--- src/dvrt_pkg.sv ---
`timescale 1ns / 1ps
// ----------------------------------------------------------------------------
// Distance-vector route table package
// Shared sizes, codes and the route entry type.
// ----------------------------------------------------------------------------
package dvrt_pkg;

  localparam int TABLE_DEPTH = 64;
  localparam int IDX_W       = $clog2(TABLE_DEPTH);

  localparam logic [7:0] HOP_LIMIT   = 8'd100;
  localparam logic [7:0] DIRECT_HOPS = 8'd1;
  localparam logic [7:0] HOPS_MAX    = 8'hFF;

  typedef enum logic [1:0] {
    OP_ADVERT = 2'd0,
    OP_LOOKUP = 2'd1,
    OP_LINK   = 2'd2
  } op_e;

  typedef enum logic [2:0] {
    STAT_INSERTED = 3'd0,
    STAT_IMPROVED = 3'd1,
    STAT_IGNORED  = 3'd2,
    STAT_FULL     = 3'd3,
    STAT_FOUND    = 3'd4,
    STAT_NOROUTE  = 3'd5
  } status_e;

  typedef struct packed {
    logic [31:0] dest;
    logic [31:0] via;
    logic [7:0]  hops;
  } dvrt_entry_t;

endpackage

--- src/dvrt_ram.sv ---
`timescale 1ns / 1ps
// ----------------------------------------------------------------------------
// Route entry memory
// One write port and one read port; read data is registered.
// ----------------------------------------------------------------------------
module dvrt_ram (
  input  logic                          clk_i,
  input  logic                          we_i,
  input  logic [dvrt_pkg::IDX_W-1:0]    waddr_i,
  input  dvrt_pkg::dvrt_entry_t         wdata_i,
  input  logic [dvrt_pkg::IDX_W-1:0]    raddr_i,
  output dvrt_pkg::dvrt_entry_t         rdata_o
);

  dvrt_pkg::dvrt_entry_t mem [dvrt_pkg::TABLE_DEPTH];

  always_ff @(posedge clk_i) begin
    if (we_i) begin
      mem[waddr_i] <= wdata_i;
    end
  end

  always_ff @(posedge clk_i) begin
    rdata_o <= mem[raddr_i];
  end

endmodule

--- config.mk ---
export PLATFORM = sky130hd
export DESIGN_NAME = dvrt_ram
export DESIGN_NICKNAME = d
export VERILOG_FILES = /design/src/dvrt_pkg.sv /design/src/dvrt_ram.sv
export SDC_FILE = /design/constraint.sdc
export NUM_CORES = 2
export LEC_CHECK = 0
export BUFFER_PORTS_ARGS = -buffer_cell sky130_fd_sc_hd__buf_4
export CAP_MARGIN = 20
export CORE_UTILIZATION = 60
export CTS_BUF_LIST = sky130_fd_sc_hd__clkbuf_4 sky130_fd_sc_hd__clkbuf_8
export DETAILED_ROUTE_END_ITERATION = 8
export PLACE_DENSITY_LB_ADDON = 0.25
export SETUP_SLACK_MARGIN = 0.15
export SYNTH_ARGS = -nofsm -noshare
export SYNTH_HDL_FRONTEND = slang
export SYNTH_MEMORY_MAX_BITS = 65536
export SYNTH_SLANG_ARGS = --single-unit
export TNS_END_PERCENT = 50
--- constraint.sdc ---
create_clock -name clk_i -period 8.8 [get_ports clk_i]
set_input_delay 2.2 -clock clk_i [delete_from_list [all_inputs] [get_ports clk_i]]
set_output_delay 2.2 -clock clk_i [all_outputs]
set_load 0.01 [all_outputs]
==> flow_summary.toml <==
[run_status]
status = "finished, final reports clean"

[worst_hold_path]
hp-class = "reg2reg"
hold_depth = 4
min_to = "rdata_o[4]$_DFF_P_"
holdCritStartpoint = "mem[38][4]$_DFFE_PP_"

[worst_setup_path]
startpoint_type = "primary input"
crit_path_end_kind = "register"
reg2reg_from = "mem[0][52]$_DFFE_PP_"
cp_max_fo = 36
max_stage_delay_ns = 0.95
r2r_cells = 4
arrival_ns = 5.26
critPathKind = "in2reg"
cpMostUsedCell = "buf_4"
r2r_end = "rdata_o[52]$_DFF_P_"
r2r_slack_ns = 6.81
cpMaxStageDelayCell = "nor2_4"
required_ns = 9.60
path_cells = "buf_4, nor2b_1, nand3_1, nor2_4, buf_4"

[timing]
hold_viol_final = 0
fin_crit_sh_pct = 50.6
rsz0062_at_grt = "no"
worst_pin_slew_ns = 1.21
slew_violations = 0
period_needed_ns = 4.46
fmax_mhz = 224
finalSetupViolations = 0
fin_skew_ns = 0.0740
setup-tns-final_ns = 0
relSlewSlack_pct = 19.0

[floorplan]
core_area_mm2 = 0.291
initial_core_util_pct = 60.3
die_y_um = 542
die_area_mm2 = 0.294
core.rowCount = 198
fp.dieW_um = 542
io_pins = 158

[clock_tree]
cts_sinks = 4680
cts_max_path_buffers = 4
clk_pin_slew_ns = 0.07
cts_root_buf = "clkbuf_8"
numCtsBuffers = 704
post_cts_buffers = 0
h-tree-depth = 6
insertion_delay_ns = 1.24
cts_tree = "yes"
cts_resized = 0
hold_buffers = 0

[yosys]
avgSynthCellArea_um2 = 24.0
synth_ff_type = "edfxtp_1"
netlist_area_mm2 = 0.175
synth_nets = 7391
yosysWarnings = 0
synth-seq-cells = 4680
ys_types = 27
yosysSeqAreaShare_pct = 79.8
netlist_instances = 7305
synth_edf_count = 4608
synthArstFlopShare_pct = 0

[grt]
grt_overflow = 0
grt_max_degree = 120
grt.total_usage_pct = 33.0
grt_pass1_vias = 87400
antenna_found_initial = 34
grt_pass1_wl_mm = 667

[finish]
mostFrequentLayoutCell = "edfxtp_1"
nets = 8046
area_delta_synth_final_pct = 11.8
fin_area_mm2 = 0.196
drive_gt1_share_pct = 31.9
layout_common_cells = "edfxtp_1, mux4_2, clkbuf_8"

[pwr]
total_power_mw = 44.5
ir_worst_vdd_v = 0.000169
power_density_mw_per_mm2 = 227
p_leak_nw = 61.4

[routing]
via_per_inst = 7.05
ant_nets = 0
wl_per_cell_um = 38.6
remaining_drc_errors = 0
drtIter0Drc = 13700
dr.pass1.iters = 6
vias = 87800
wl_mm = 481

[place]
detailed_place_hpwl_mm = 246
postPlaceCellArea_mm2 = 0.182
io_buffers = 157
gp_congestion = 0.804

[flow_run]
drv_cap = 0
## synth_stat cells, types with 4 or more instances
library cell | number | area (µm²)
nand2_1 | 8 | 30.0
buf_2 | 190 | 951
clkbuf_1 | 143 | 537
mux2i_1 | 108 | 1080
nor2_1 | 120 | 450
dfxtp_1 | 72 | 1440
buf_4 | 56 | 420
o221ai_1 | 54 | 473
nand2b_1 | 9 | 56.3
nand3_1 | 128 | 641
nor2b_1 | 9 | 56.3
o22ai_1 | 144 | 901
nand3b_1 | 26 | 195
edfxtp_1 | 4608 | 138000
a211oi_1 | 72 | 541
or3b_2 | 4 | 35.0
o211a_1 | 72 | 721
mux4_2 | 1152 | 25900
buf_1 | 27 | 101
a22oi_1 | 288 | 2160
## cell type report
cell class,instances,area [µm²]
clock buffer,982,12000
multi-input combinational,2207,33900
timing repair buffer,367,3280
clock inverter,281,1950
fill,17500,94700
tap,3900,4880
sequential,4680,140000
antenna,23,57.6
## registers in the layout (all words and copies together), names as in the netlist
| name | count |
|---|---|
| mem | 4608 |
| rdata_o | 72 |
## how the worst max path moves through the flow
stage / cells after the start / start / endpoint / slack [ns]
6_report: 5 / we_i / mem[46][64]$_DFFE_PP_ / 4.34
5_1_grt: 5 / we_i / mem[46][68]$_DFFE_PP_ / 4.40
4_1_cts: 1 / rdata_o[24]$_DFF_P_ / rdata_o[24] / 4.37
3_5_place_dp: 7 / raddr_i[2] / rdata_o[9]$_DFF_P_ / 3.23
3_3_place_gp: 7 / raddr_i[2] / rdata_o[46]$_DFF_P_ / 3.27
2_1_floorplan: 4 / waddr_i[3] / mem[48][0]$_DFFE_PP_ / 0.60
## cell families (layout without fill, tap and decap cells)
| group | count (synthesis) | after routing | synth area share (%) |
|---|---|---|---|
| flip-flops | 4680 | 4680 | 79.8 |
| AND/OR/NAND/NOR | 317 | 317 | 0.882 |
| buffers and inverters | 418 | 1630 | 1.16 |
| AO/OA/AOI/OAI | 630 | 630 | 2.74 |
| other | 0 | 23 | 0 |
| multiplexers | 1260 | 1260 | 15.4 |
## where the power goes
part / internal (mW) / total (mW) / switching, mW
Combinational: 0.781 / 2.12 / 1.34
Clock: 9.12 / 17.6 / 8.48
Sequential: 24.7 / 24.8 / 0.116
## through the flow
step | instances | setup WS (ns) | util [%] | hold slack (ns)
detailed placement | 11200 | 3.23 | 62.6 | 0.825
finish | 12400 | 4.34 | 67.4 | 0.810
CTS | 12400 | 4.37 | 67.4 | 0.829
global route | 12400 | 4.40 | 67.4 | 0.859
floorplan | 7305 | 0.601 | - | 0.780
global placement | 11200 | 3.27 | 62.6 | 0.810
## routing by layer
metal  GRT usage, %  vias to the layer above  wire length [µm]
met5          0.148                        -               192
met2           50.5                     6887            225000
met4           12.2                       20             19100
met1           46.6                    46600            169000
li1               -                    33200                 -
met3           8.43                     1051             67100
## worst max-delay path: cells and delay by family
kind | cells | cell delay, ns
AND/OR/NAND/NOR | 3 | 1.87
buffers and inverters | 2 | 0.89
Note: power is estimated with default switching activity, not from simulation.
